`config.mk`:
```
export PLATFORM = sky130hd
export DESIGN_NAME = spi_register_access_master
export DESIGN_NICKNAME = d
export VERILOG_FILES = /design/src/hw/rtl/srm_pkg.sv /design/src/hw/rtl/srm_front.sv /design/src/hw/rtl/srm_queue.sv /design/src/hw/rtl/srm_back.sv /design/src/hw/rtl/spi_register_access_master.sv
export SDC_FILE = /design/constraint.sdc
export NUM_CORES = 1
export LEC_CHECK = 0
export ABC_AREA = 1
export BUFFER_PORTS_ARGS = -buffer_cell sky130_fd_sc_hd__buf_4
export CAP_MARGIN = 20
export CORE_UTILIZATION = 58
export CTS_CLUSTER_SIZE = 40
export DETAILED_ROUTE_END_ITERATION = 6
export PLACE_DENSITY_LB_ADDON = 0.05
export SYNTH_ARGS = -nofsm -noshare
export SYNTH_HDL_FRONTEND = slang
export SYNTH_SLANG_ARGS = --single-unit
```
`constraint.sdc`:
```
create_clock -name i_clk -period 3.04 [get_ports i_clk]
set_clock_uncertainty 0.1 [all_clocks]
set_input_delay 0.608 -clock i_clk [delete_from_list [all_inputs] [get_ports i_clk]]
set_output_delay 0.608 -clock i_clk [all_outputs]
set_load 0.01 [all_outputs]
```
`src/hw/rtl/srm_pkg.sv`:
```
// types, codes and constants shared by the spi register access master
// no dependencies
package srm_pkg;

    localparam int IN_TDATA_W  = 24;
    localparam int IN_TUSER_W  = 2;
    localparam int OUT_TDATA_W = 16;
    localparam int FRAME_W     = 24;
    localparam int QUEUE_DEPTH = 2;

    // bit 7 of the high address byte marks a read
    localparam logic [7:0] READ_FLAG = 8'h80;

    // byte positions inside a transaction
    localparam logic [1:0] LOAD_BYTE = 2'd2;
    localparam logic [1:0] LAST_BYTE = 2'd3;
    localparam logic [2:0] LAST_BIT  = 3'd7;

    typedef enum logic [1:0] {
        FUNC_TICK  = 2'd0,
        FUNC_WRITE = 2'd1,
        FUNC_READ  = 2'd2,
        FUNC_NONE  = 2'd3
    } t_func;

    typedef enum logic [1:0] {
        STEP_IDLE    = 2'd0,
        STEP_SHIFT   = 2'd1,
        STEP_LOAD_HI = 2'd2,
        STEP_LOAD_LO = 2'd3
    } t_step;

    // classified word handed from front to back
    typedef struct packed {
        t_func                func;
        logic [FRAME_W-1:0]   frame;
        logic                 miso;
    } t_cmd;

    // result word, first member in the highest bits so sclk lands at bit 0
    typedef struct packed {
        logic [7:0] read_data;
        logic       done;
        logic       busy;
        logic       load;
        logic       mosi;
        logic       sclk;
    } t_result;

endpackage

```
`src/hw/rtl/srm_front.sv`:
```
// front end: takes input words, decodes the function and builds the frame
// depends on srm_pkg
module srm_front (
    input  logic                            s_axis_tvalid,
    output logic                            s_axis_tready,
    input  logic [srm_pkg::IN_TDATA_W-1:0]  s_axis_tdata,
    input  logic [srm_pkg::IN_TUSER_W-1:0]  s_axis_tuser,
    output logic                            o_push_valid,
    input  logic                            i_push_ready,
    output srm_pkg::t_cmd                   o_push_cmd
);

    logic [6:0]     w_addr_hi;
    logic [7:0]     w_addr_lo;
    logic [7:0]     w_wr_value;
    logic           w_miso;
    srm_pkg::t_func w_func;

    assign w_addr_hi  = s_axis_tdata[6:0];
    assign w_addr_lo  = s_axis_tdata[14:7];
    assign w_wr_value = s_axis_tdata[22:15];
    assign w_miso     = s_axis_tdata[23];
    assign w_func     = srm_pkg::t_func'(s_axis_tuser);

    always_comb begin
        o_push_cmd.func = w_func;
        o_push_cmd.miso = w_miso;
        case (w_func)
            srm_pkg::FUNC_READ: begin
                o_push_cmd.frame = {({1'b0, w_addr_hi} | srm_pkg::READ_FLAG), w_addr_lo, 8'h00};
            end
            default: begin
                o_push_cmd.frame = {1'b0, w_addr_hi, w_addr_lo, w_wr_value};
            end
        endcase
    end

    assign o_push_valid  = s_axis_tvalid;
    assign s_axis_tready = i_push_ready;

endmodule

```
`src/hw/rtl/srm_queue.sv`:
```
// short first-in first-out queue between the front and back ends
// no dependencies
module srm_queue #(
    parameter int DEPTH = 2,
    parameter int WIDTH = 8
) (
    input  logic             i_clk,
    input  logic             i_rst_n,
    input  logic             i_push_valid,
    output logic             o_push_ready,
    input  logic [WIDTH-1:0] i_push_data,
    output logic             o_pop_valid,
    input  logic             i_pop_ready,
    output logic [WIDTH-1:0] o_pop_data
);

    localparam int PTR_W = (DEPTH > 1) ? $clog2(DEPTH) : 1;
    localparam int CNT_W = $clog2(DEPTH + 1);

    logic [WIDTH-1:0] r_mem [DEPTH];
    logic [PTR_W-1:0] r_wr_ptr, n_wr_ptr;
    logic [PTR_W-1:0] r_rd_ptr, n_rd_ptr;
    logic [CNT_W-1:0] r_count, n_count;
    logic             w_push, w_pop;

    assign o_push_ready = (r_count != CNT_W'(DEPTH));
    assign o_pop_valid  = (r_count != '0);
    assign o_pop_data   = r_mem[r_rd_ptr];
    assign w_push       = i_push_valid && o_push_ready;
    assign w_pop        = o_pop_valid && i_pop_ready;

    always_comb begin
        n_wr_ptr = r_wr_ptr;
        n_rd_ptr = r_rd_ptr;
        n_count  = r_count;
        if (w_push) begin
            n_wr_ptr = (r_wr_ptr == PTR_W'(DEPTH - 1)) ? '0 : r_wr_ptr + 1'b1;
        end
        if (w_pop) begin
            n_rd_ptr = (r_rd_ptr == PTR_W'(DEPTH - 1)) ? '0 : r_rd_ptr + 1'b1;
        end
        if (w_push && !w_pop) begin
            n_count = r_count + 1'b1;
        end else if (w_pop && !w_push) begin
            n_count = r_count - 1'b1;
        end
    end

    always_ff @(posedge i_clk) begin
        if (!i_rst_n) begin
            r_wr_ptr <= '0;
            r_rd_ptr <= '0;
            r_count  <= '0;
        end else begin
            r_wr_ptr <= n_wr_ptr;
            r_rd_ptr <= n_rd_ptr;
            r_count  <= n_count;
        end
    end

    always_ff @(posedge i_clk) begin
        if (w_push) begin
            r_mem[r_wr_ptr] <= i_push_data;
        end
    end

endmodule

```
`src/hw/rtl/srm_back.sv`:
```
// back end: spi transaction sequencer and result register
// depends on srm_pkg
module srm_back (
    input  logic                i_clk,
    input  logic                i_rst_n,
    input  logic                i_cmd_valid,
    output logic                o_cmd_ready,
    input  srm_pkg::t_cmd       i_cmd,
    output logic                o_res_valid,
    input  logic                i_res_ready,
    output srm_pkg::t_result    o_res
);

    srm_pkg::t_step r_step, n_step;
    logic [1:0]     r_byte, n_byte;
    logic [2:0]     r_bit, n_bit;
    logic           r_phase, n_phase;
    logic           r_is_read, n_is_read;
    logic [23:0]    r_frame, n_frame;
    logic [7:0]     r_capture, n_capture;
    logic           r_load, n_load;
    logic           r_mosi, n_mosi;
    logic [7:0]     r_last_read, n_last_read;
    logic           n_done;
    logic           r_res_valid;
    srm_pkg::t_result r_res;

    logic           w_step;
    logic           w_bit_last;
    logic [1:0]     w_byte_rev;
    logic [4:0]     w_sh;

    // slot free when the result register is empty or being drained
    assign o_cmd_ready = !r_res_valid || i_res_ready;
    assign w_step      = i_cmd_valid && o_cmd_ready;
    assign w_bit_last  = (r_bit == srm_pkg::LAST_BIT);
    assign w_byte_rev  = srm_pkg::LOAD_BYTE - r_byte;
    assign w_sh        = {w_byte_rev, ~r_bit};

    always_comb begin : next_step
        n_step = r_step;
        case (i_cmd.func)
            srm_pkg::FUNC_TICK: begin
                case (r_step)
                    srm_pkg::STEP_SHIFT: begin
                        if (!r_phase && w_bit_last) begin
                            if (r_byte == srm_pkg::LOAD_BYTE) begin
                                n_step = srm_pkg::STEP_LOAD_HI;
                            end else if (r_byte == srm_pkg::LAST_BYTE) begin
                                n_step = srm_pkg::STEP_IDLE;
                            end
                        end
                    end
                    srm_pkg::STEP_LOAD_HI: begin
                        n_step = srm_pkg::STEP_LOAD_LO;
                    end
                    srm_pkg::STEP_LOAD_LO: begin
                        n_step = r_is_read ? srm_pkg::STEP_SHIFT : srm_pkg::STEP_IDLE;
                    end
                    default: begin
                    end
                endcase
            end
            srm_pkg::FUNC_WRITE, srm_pkg::FUNC_READ: begin
                if (r_step == srm_pkg::STEP_IDLE) begin
                    n_step = srm_pkg::STEP_SHIFT;
                end
            end
            default: begin
            end
        endcase
    end

    always_comb begin : datapath
        n_byte      = r_byte;
        n_bit       = r_bit;
        n_phase     = r_phase;
        n_is_read   = r_is_read;
        n_frame     = r_frame;
        n_capture   = r_capture;
        n_load      = r_load;
        n_mosi      = r_mosi;
        n_last_read = r_last_read;
        n_done      = 1'b0;
        case (i_cmd.func)
            srm_pkg::FUNC_TICK: begin
                case (r_step)
                    srm_pkg::STEP_SHIFT: begin
                        if (r_phase) begin
                            // low phase: drive frame data, or in the last byte drive zero and sample miso
                            n_phase = 1'b0;
                            if (r_byte != srm_pkg::LAST_BYTE) begin
                                n_mosi = r_frame[w_sh];
                            end else begin
                                n_mosi = 1'b0;
                                if (i_cmd.miso) begin
                                    n_capture[~r_bit] = 1'b1;
                                end
                            end
                        end else begin
                            // high phase: raise clock, advance bit
                            n_phase = 1'b1;
                            if (w_bit_last) begin
                                n_bit = '0;
                                if (r_byte == srm_pkg::LAST_BYTE) begin
                                    n_last_read = r_capture;
                                    n_done      = 1'b1;
                                end else if (r_byte != srm_pkg::LOAD_BYTE) begin
                                    n_byte = r_byte + 1'b1;
                                end
                            end else begin
                                n_bit = r_bit + 1'b1;
                            end
                        end
                    end
                    srm_pkg::STEP_LOAD_HI: begin
                        n_load = 1'b1;
                    end
                    srm_pkg::STEP_LOAD_LO: begin
                        n_load = 1'b0;
                        if (r_is_read) begin
                            n_byte    = srm_pkg::LAST_BYTE;
                            n_bit     = '0;
                            n_capture = '0;
                        end else begin
                            n_done = 1'b1;
                        end
                    end
                    default: begin
                    end
                endcase
            end
            srm_pkg::FUNC_WRITE, srm_pkg::FUNC_READ: begin
                if (r_step == srm_pkg::STEP_IDLE) begin
                    n_is_read = (i_cmd.func == srm_pkg::FUNC_READ);
                    n_frame   = i_cmd.frame;
                    n_byte    = '0;
                    n_bit     = '0;
                    n_phase   = 1'b1;
                    n_capture = '0;
                    n_load    = 1'b0;
                end
            end
            default: begin
            end
        endcase
    end

    always_ff @(posedge i_clk) begin
        if (!i_rst_n) begin
            r_step      <= srm_pkg::STEP_IDLE;
            r_byte      <= '0;
            r_bit       <= '0;
            r_phase     <= 1'b1;
            r_is_read   <= 1'b0;
            r_capture   <= '0;
            r_load      <= 1'b1;
            r_mosi      <= 1'b0;
            r_last_read <= '0;
            r_res_valid <= 1'b0;
        end else begin
            if (w_step) begin
                r_step      <= n_step;
                r_byte      <= n_byte;
                r_bit       <= n_bit;
                r_phase     <= n_phase;
                r_is_read   <= n_is_read;
                r_capture   <= n_capture;
                r_load      <= n_load;
                r_mosi      <= n_mosi;
                r_last_read <= n_last_read;
            end
            if (o_cmd_ready) begin
                r_res_valid <= i_cmd_valid;
            end
        end
    end

    always_ff @(posedge i_clk) begin
        if (w_step) begin
            r_frame           <= n_frame;
            r_res.sclk        <= n_phase;
            r_res.mosi        <= n_mosi;
            r_res.load        <= n_load;
            r_res.busy        <= (n_step != srm_pkg::STEP_IDLE);
            r_res.done        <= n_done;
            r_res.read_data   <= n_last_read;
        end
    end

    assign o_res_valid = r_res_valid;
    assign o_res       = r_res;

endmodule

```
`src/hw/rtl/spi_register_access_master.sv`:
```
// an accepted word is held in the queue, and its result is registered in the result register
// throughput: one word per cycle while the output is not stalled; the back end sequencer steps once per word
// and the queue plus result register let input and output stall on their own
// reset: synchronous, active low; sclk and load idle high, mosi and read data
// clear to zero, queue empties
// depends on srm_pkg, srm_front, srm_queue, srm_back
module spi_register_access_master #(
    parameter int QUEUE_DEPTH = srm_pkg::QUEUE_DEPTH
) (
    input  logic                              i_clk,
    input  logic                              i_rst_n,
    // input words
    input  logic                              s_axis_tvalid,
    output logic                              s_axis_tready,
    // addr_hi[6:0], addr_lo[14:7], wr_value[22:15], miso[23]
    input  logic [srm_pkg::IN_TDATA_W-1:0]    s_axis_tdata,
    // func[1:0]: tick, start write, start read, none
    input  logic [srm_pkg::IN_TUSER_W-1:0]    s_axis_tuser,
    // result words
    output logic                              m_axis_tvalid,
    input  logic                              m_axis_tready,
    // sclk[0], mosi[1], load[2], busy_res[3], done_res[4], read_data[12:5], zeros above
    output logic [srm_pkg::OUT_TDATA_W-1:0]   m_axis_tdata
);

    localparam int CMD_W = $bits(srm_pkg::t_cmd);

    // front to queue
    logic             w_push_valid;
    logic             w_push_ready;
    srm_pkg::t_cmd    w_push_cmd;

    // queue to back
    logic             w_pop_valid;
    logic             w_pop_ready;
    logic [CMD_W-1:0] w_pop_bits;
    srm_pkg::t_cmd    w_pop_cmd;

    srm_pkg::t_result w_res;

    // front end decodes func and prepares the 24-bit shift frame
    srm_front u_front (
        .s_axis_tvalid (s_axis_tvalid),
        .s_axis_tready (s_axis_tready),
        .s_axis_tdata  (s_axis_tdata),
        .s_axis_tuser  (s_axis_tuser),
        .o_push_valid  (w_push_valid),
        .i_push_ready  (w_push_ready),
        .o_push_cmd    (w_push_cmd)
    );

    // queue decouples the input side from the sequencer
    srm_queue #(
        .DEPTH (QUEUE_DEPTH),
        .WIDTH (CMD_W)
    ) u_queue (
        .i_clk        (i_clk),
        .i_rst_n      (i_rst_n),
        .i_push_valid (w_push_valid),
        .o_push_ready (w_push_ready),
        .i_push_data  (w_push_cmd),
        .o_pop_valid  (w_pop_valid),
        .i_pop_ready  (w_pop_ready),
        .o_pop_data   (w_pop_bits)
    );

    assign w_pop_cmd = srm_pkg::t_cmd'(w_pop_bits);

    // back end runs the spi sequence one half-bit phase per tick word
    srm_back u_back (
        .i_clk       (i_clk),
        .i_rst_n     (i_rst_n),
        .i_cmd_valid (w_pop_valid),
        .o_cmd_ready (w_pop_ready),
        .i_cmd       (w_pop_cmd),
        .o_res_valid (m_axis_tvalid),
        .i_res_ready (m_axis_tready),
        .o_res       (w_res)
    );

    assign m_axis_tdata = srm_pkg::OUT_TDATA_W'(w_res);

    // a finishing word always shows the sequencer back at idle
    a_done_not_busy: assert property (@(posedge i_clk) disable iff (!i_rst_n)
        (m_axis_tvalid && m_axis_tdata[4]) |-> !m_axis_tdata[3])
        else $error("done word still reports busy");

    // serial clock rests high whenever no transaction runs
    a_idle_sclk_high: assert property (@(posedge i_clk) disable iff (!i_rst_n)
        (m_axis_tvalid && !m_axis_tdata[3]) |-> m_axis_tdata[0])
        else $error("sclk low while idle");

    // read data only moves on a word that finishes a transaction
    a_read_data_on_done: assert property (@(posedge i_clk) disable iff (!i_rst_n)
        ($past(i_rst_n) && $past(m_axis_tvalid) && m_axis_tvalid
            && (m_axis_tdata[12:5] != $past(m_axis_tdata[12:5]))) |-> m_axis_tdata[4])
        else $error("read data changed without done");

    // a queued word reaches the sequencer whenever the result slot is free
    a_back_drains: assert property (@(posedge i_clk) disable iff (!i_rst_n)
        (w_pop_valid && !m_axis_tvalid) |=> m_axis_tvalid)
        else $error("back end failed to take a queued word");

endmodule
```
---- Word level (Yosys, flattened, before mapping) ----
Memory sizes are Yosys's and may differ from the RTL's. A register that Yosys moved wholly into a read port is not among the register bits.
Cells that the tools add are included.
word-level totals
  register bits after elaboration ......... 69
  RAM bits ................................ 54
  input bits .............................. 30
  output and inout port bits .............. 18
  word-level logic and storage cells ...... 139
  memories ................................ 1
memories
  memory         words  width  rd ports  clocked after Yosys merged registers in  wr ports  RTL line         RTL
  u_queue.r_mem  2      27     1         1                                        1         srm_queue.sv:20  logic [WIDTH-1:0] r_mem [DEPTH];
cells by class
  $add $sub $neg .......................... 7
  magnitude comparators ................... 3
  equal/unequal tests ..................... 22
  multiplexer cells ....................... 62
  bitwise gates (word level) .............. 2
  reductions and logical operators ........ 22
operators by type and width
  operator               count
  $mux W8                10
  $pmux W8 S2            2
  $mux W2                12
  $mux W24               1
  $mux W1                21
  $ne A3 B2 Y1 const B   6
  $eq A2 B2 Y1 const B   6
  $mux W3                4
  $pmux W2 S2            3
  $pmux W3 S2            2
  $ne A3 B3 Y1 const B   3
  $reduce_and A9 Y1      1
  $or A8 B8 Y8           1
  $pmux W1 S2            4
  $reduce_and A8 Y1      1
  $reduce_bool A2 Y1     4
  $logic_and A1 B1 Y1    6
  $lt A5 B6 Y1 const B   1
  $ne A2 B2 Y1 const B   3
  $pmux W2 S3            1
  $reduce_and A6 Y1      1
  $bmux W1 S5            1
  $add A2 B1 Y2 const B  2
  $eq A2 B1 Y1 const B   2
  other kinds (15)       20

---- Depth between registers and ports, before layout ----
  depth after elaboration ................. 11
  mapped depth ............................ 14
  gate-level depth less buffers ........... 13

---- Hierarchy ----
A second synthesis with hierarchy kept.
second synthesis, totals
  cell total of the unflattened synthesis .. 523
  area total of the unflattened synthesis .. 5,671.7 sq um
by module, submodules not included
  module                      instances  cells each  area each (sq um)  sequential area each (sq um)
  srm_back                    1          358         3,110.5            1,671.6
  srm_queue                   1          121         2,292.2            1,721.7
  srm_front                   1          40          242.7              0.0
  spi_register_access_master  1          4           26.3               0.0

---- Least setup slack after synthesis ----
OpenSTA, ideal clock, no wires.
  path kind ............................... flip-flop to flip-flop
  start point ............................. register (tool-made name)
  end point ............................... register u_back.r_frame[0], enable pin
  library setup time ...................... 0.379 ns
  data arrival time ....................... 2.037 ns
  required time ........................... 2.561 ns
  slack ................................... 0.524 ns
  cell stages (with the launch flop) ...... 7
  buffers on the path ..................... 2
  period minus slack after synthesis ...... 2.516 ns
  cell sequence ........................... dfxtp_1 > clkbuf_1 > buf_2 > o21ai_0 > ha_1 > nand3_1 > inv_1
RTL lines
  what                  RTL line         RTL
  to (signal assigned)  srm_back.sv:181  r_frame <= n_frame;
  to (decl)             srm_back.sv:19   logic [23:0] r_frame, n_frame;

---- Final worst setup path ----
  start point ............................. register u_back.r_bit[0]
  end point ............................... register u_back.r_res, in the netlist u_back.o_res[3] (data pin)
between the ends
  cells in the longest elaborated chain, start to end .. 6
ends and longest elaborated chain
  what                    RTL line         RTL
  from (decl)             srm_back.sv:16   logic [2:0] r_bit, n_bit;
  from (signal assigned)  srm_back.sv:165  r_bit <= n_bit;
  $eq A3 B3 Y1            srm_back.sv:36   assign w_bit_last = (r_bit == srm_pkg::LAST_BIT);
  $logic_and A1 B1 Y1     srm_back.sv:46   if (!r_phase && w_bit_last) begin
  $mux W2                 srm_back.sv:46
  $pmux W2 S3             srm_back.sv:44   case (r_step)
  $pmux W2 S2             srm_back.sv:42   case (i_cmd.func)
  $reduce_bool A2 Y1      srm_back.sv:185  r_res.busy <= (n_step != srm_pkg::STEP_IDLE);
  to (decl)               srm_back.sv:26   srm_pkg::t_result r_res;
No other way between the ends.
A chain may end at the register's enable or synchronous reset.

==> results by group <==
Floorplan
  – Die height: 96.5 µm
  – Area of the core: 0.00868 mm²
  – Rows: 34
  – Initial cell density of the core: 59.7%
  – DIE WIDTH: 96.5 µm
  – I/O pins: 48
  – Die ar.: 0.00931 mm²

Setup path
  – Endpoint of the worst-slack reg-to-reg timing path: u_back.o_res[3]
  – Required time of the worst setup path: 3.32 ns
  – Biggest cell delay along the critical path: 0.73 ns
  – Startpoint Class: flip-flop
  – Critical path type: reg -> reg
  – Cell class contributing the biggest share of worst-path delay: flip-flops
  – Arr. time, crit path: 2.64 ns
  – Worst Setup EP: u_back.o_res[3]
  – WP depth: 10
  – Startpoint of the worst-slack reg-to-reg timing path: u_back.r_bit[0]
  – Origin of the worst setup path: u_back.r_bit[0]
  – Buffering stage count on the worst path with inverters included: 2
  – Cell with the biggest individual delay on the critical path: sky130_fd_sc_hd__dfxtp_1
  – Cells along the critical path: ha_1 -> ha_1 -> inv_1 -> nor2_1 -> nand3_1 -> o21ai_0 -> nand3_1 -> o21ai_0 -> inv_1 -> nand2_1
  – Depth of the worst register-to-register path: 10
  – Endpoint class of the critical path: flip-flop
  – Largest fanout of any net on the critical path: 20
  – Worst setup slack for register-to-register paths: 0.68 ns

CTS
  – CTS tree: done
  – Clock buffer depth: 2
  – TritonCTS Buffers: 17
  – Post CTS Setup Buffer Count: 0
  – Cell at the root of the clock tree: sky130_fd_sc_hd__clkbuf_8
  – # clock sinks: 124
  – Clock insertion delay at the later pin of the skew report: 0.52 ns
  – Clock transition at the registers of the reported paths: 0.06 ns
  – Hold buffer count at cts: 0
  – Gates resized, CTS repair: 0
  – Level count of the clock H-tree: 4

Final layout
  – Ratio of cells with drive above 1 in the final layout: 24.7%
  – Multi-input logic area: 0.00146 mm²
  – Count of filler cells inserted in the layout: 622
  – Synthesis-to-layout area growth: 20.7%
  – Cell Count, Final, Fillers Out: 642
  – Net count of the finished layout: 559
  – Area taken by flip-flops and latches: 0.00339 mm²
  – Antenna diodes: 0

Logic synthesis
  – Share of Yosys cell area claimed by the top area cell type: 52.8%
  – Post-Syn Instances: 464
  – Avg Inst Size Synth: 11.2 µm²
  – Area contributors post-synth: sky130_fd_sc_hd__edfxtp_1, sky130_fd_sc_hd__dfxtp_1, sky130_fd_sc_hd__mux2_2
  – Sequential element share of the synthesized area: 65.5%
  – Cell type with the highest aggregate area in the netlist: sky130_fd_sc_hd__edfxtp_1
  – Flip-flop cell with the highest count after synthesis: sky130_fd_sc_hd__edfxtp_1
  – Synth Register Bits: 124
  – Cell area after technology mapping: 0.00518 mm²
  – Number of enable flip-flop cells after synthesis: 91
  – Number of library cell types mapped by synthesis: 33
  – Synth cell count leaders: sky130_fd_sc_hd__edfxtp_1, sky130_fd_sc_hd__inv_1, sky130_fd_sc_hd__nand2_1
  – Library cell with the highest instance count after synthesis: sky130_fd_sc_hd__edfxtp_1
  – Ys Warns: 0
  – FFs w/ async S/R, synth: 0%

Power
  – Comb power frac: 28.7%
  – Internal power: 4.48 mW
  – Power density normalized to cell area: 1070 mW/mm²
  – Switching Share: 32.9%
  – Worst ir drop on vdd: 517 µV
  – Total leakage power: 2.56 nW
  – Proportion of power drawn by the clock network: 31.9%
  – Sequential fraction of design power: 39.4%
  – Sw Pwr: 2.20 mW

Timing
  – Shortest clock period the worst path allows after layout: 2.36 ns
  – Share of the clock period used by the worst path: 77.6%
  – Headroom to the max-slew limit: 46.5%
  – Slew Limit Fails: 0
  – Highest Clock Rate: 0.424 GHz
  – Unrepaired setup endpoints after global routing: no
  – Number of hold violations in the final report: 0
  – Final TNS setup: 0 ns
  – Least-Margin Pin Slew: 0.800 ns
  – Setup-failing EPs final: 0

Placed design
  – GPL Wtd Cong: 0.865
  – Final HPWL from detailed placement: 5.69 mm
  – Number of placed instances with taps included: 610
  – Count of buffers inserted at the top-level ports: 44

Job
  – Max Cap Viol: 0

Global route
  – Via count of the first global-routing pass: 3,235
  – Number of antenna violations at the first check in global routing: 0
  – Maximum number of pins on one net before global-route repair: 29
  – First-pass GRT wire length: 14.9 mm
  – Aggregate global-route resource usage: 22.0%
  – Global route overflow: 0

Routing
  – Routed vias/inst: 5.18
  – First-pass iteration count of the detailed router: 4
  – Total routed wirelength: 9.07 mm
  – Drt drc: 0
  – Drt first-iter violations: 120
  – Antenna viol nets, final: 0
  – DR WL/cell: 14.1 µm
  – Total via count in the routed design: 3,325

Hold path
  – Hold path depth: 1
  – Worst hold path class: in -> reg

Run status
  – Result of the run: complete, no violations
[power groups by stage]
stage          combinational, mW  sequential [mW]  clock (mW)
2_1_floorplan               1.35             2.63           0
3_3_place_gp                1.84             2.65           0
3_5_place_dp                1.91             2.65           0
4_1_cts                     1.92             2.62        2.15
5_1_grt                     2.17             2.69        2.22
6_report                    1.91             2.63        2.13
[how the worst min path moves through the flow]
stage	startpoint	endpoint
6_report	s_axis_tdata[12]	u_queue.r_mem[1][14]
5_1_grt	s_axis_tdata[12]	u_queue.r_mem[1][14]
4_1_cts	s_axis_tdata[12]	u_queue.r_mem[1][14]
3_5_place_dp	u_queue.r_rd_ptr	u_queue.r_rd_ptr
3_3_place_gp	u_queue.r_rd_ptr	u_queue.r_rd_ptr
2_1_floorplan	u_queue.r_rd_ptr	flip-flop
[registers in the layout (all words and copies together) (netlist names), 3 cells and up, named ones only]
register            flops
u_back.r_last_read      8
u_back.r_bit            3
u_back.r_capture        8
u_back.o_res           13
u_queue.r_mem          54
u_back.r_frame         24
[per-stage QoR]
| step | setup slack [ns] | area [µm²] | utilization, % | hold slack, ns | power [mW] |
|---|---|---|---|---|---|
| 6_report | 0.681 | 6250 | 72.0 | 0.169 | 6.67 |
| 5_1_grt | 0.447 | 6250 | 72.0 | 0.146 | 7.08 |
| 4_1_cts | 0.719 | 6250 | 72.0 | 0.148 | 6.70 |
| 3_5_place_dp | 0.759 | 5620 | 64.8 | 0.342 | 4.56 |
| 3_3_place_gp | 0.865 | 5620 | 64.8 | 0.334 | 4.48 |
| 2_1_floorplan | 0.524 | 5180 | - | 0.326 | 3.98 |
[placed cells by master (no fill, tap or decap), types with 5 or more instances in the layout]
cell type                   count
sky130_fd_sc_hd__a21oi_1       26
sky130_fd_sc_hd__buf_4         50
sky130_fd_sc_hd__clkbuf_16     16
sky130_fd_sc_hd__dfxtp_1       33
sky130_fd_sc_hd__edfxtp_1      91
sky130_fd_sc_hd__ha_1           8
sky130_fd_sc_hd__inv_1         67
sky130_fd_sc_hd__mux2_2        24
sky130_fd_sc_hd__nand2_1       60
sky130_fd_sc_hd__nand3_1       16
sky130_fd_sc_hd__nor2_1        56
sky130_fd_sc_hd__nor2_2         5
sky130_fd_sc_hd__o21ai_0       25
sky130_fd_sc_hd__o21ai_2       13
[worst reg2reg max path, stage by stage (launching register included)]
cell and delay, ns:
sky130_fd_sc_hd__dfxtp_1 0.73, sky130_fd_sc_hd__ha_1 0.27, sky130_fd_sc_hd__ha_1 0.14, sky130_fd_sc_hd__inv_1 0.06, sky130_fd_sc_hd__nor2_1 0.25, sky130_fd_sc_hd__nand3_1 0.16
sky130_fd_sc_hd__o21ai_0 0.19, sky130_fd_sc_hd__nand3_1 0.09, sky130_fd_sc_hd__o21ai_0 0.11, sky130_fd_sc_hd__inv_1 0.07, sky130_fd_sc_hd__nand2_1 0.05
[final cells by class]
cell class / instances / share of cell area (%)
timing repair buffer: 50 / 6.01
tap: 108 / 2.16
clock inverter: 14 / 3.30
sequential: 124 / 54.3
clock buffer: 18 / 6.69
multi-input combinational: 258 / 23.3
inverter: 70 / 4.23
[per-layer routing]
layer  track usage [%]  vias up  wire (µm)  part of all wire (%)
met5                 0        -          0                     0
met3              6.73       10        323                   3.6
met4              9.93        0        114                   1.3
met2              36.8       68       4600                    51
li1                  -     1672          -                     -
met1              26.2     1575       4030                    44
[cell families after synthesis]
logic type | after synthesis | share of synthesized area [%]
AOI/OAI and AO/OA | 77 | 8.84
adders and majority gates | 8 | 1.93
buffers and inverters | 84 | 6.60
DFF | 124 | 65.5
muxes | 24 | 5.22
other | 1 | 0.0724
and+or+nand+nor | 146 | 11.8
Note: power is estimated with default switching activity, not from simulation.
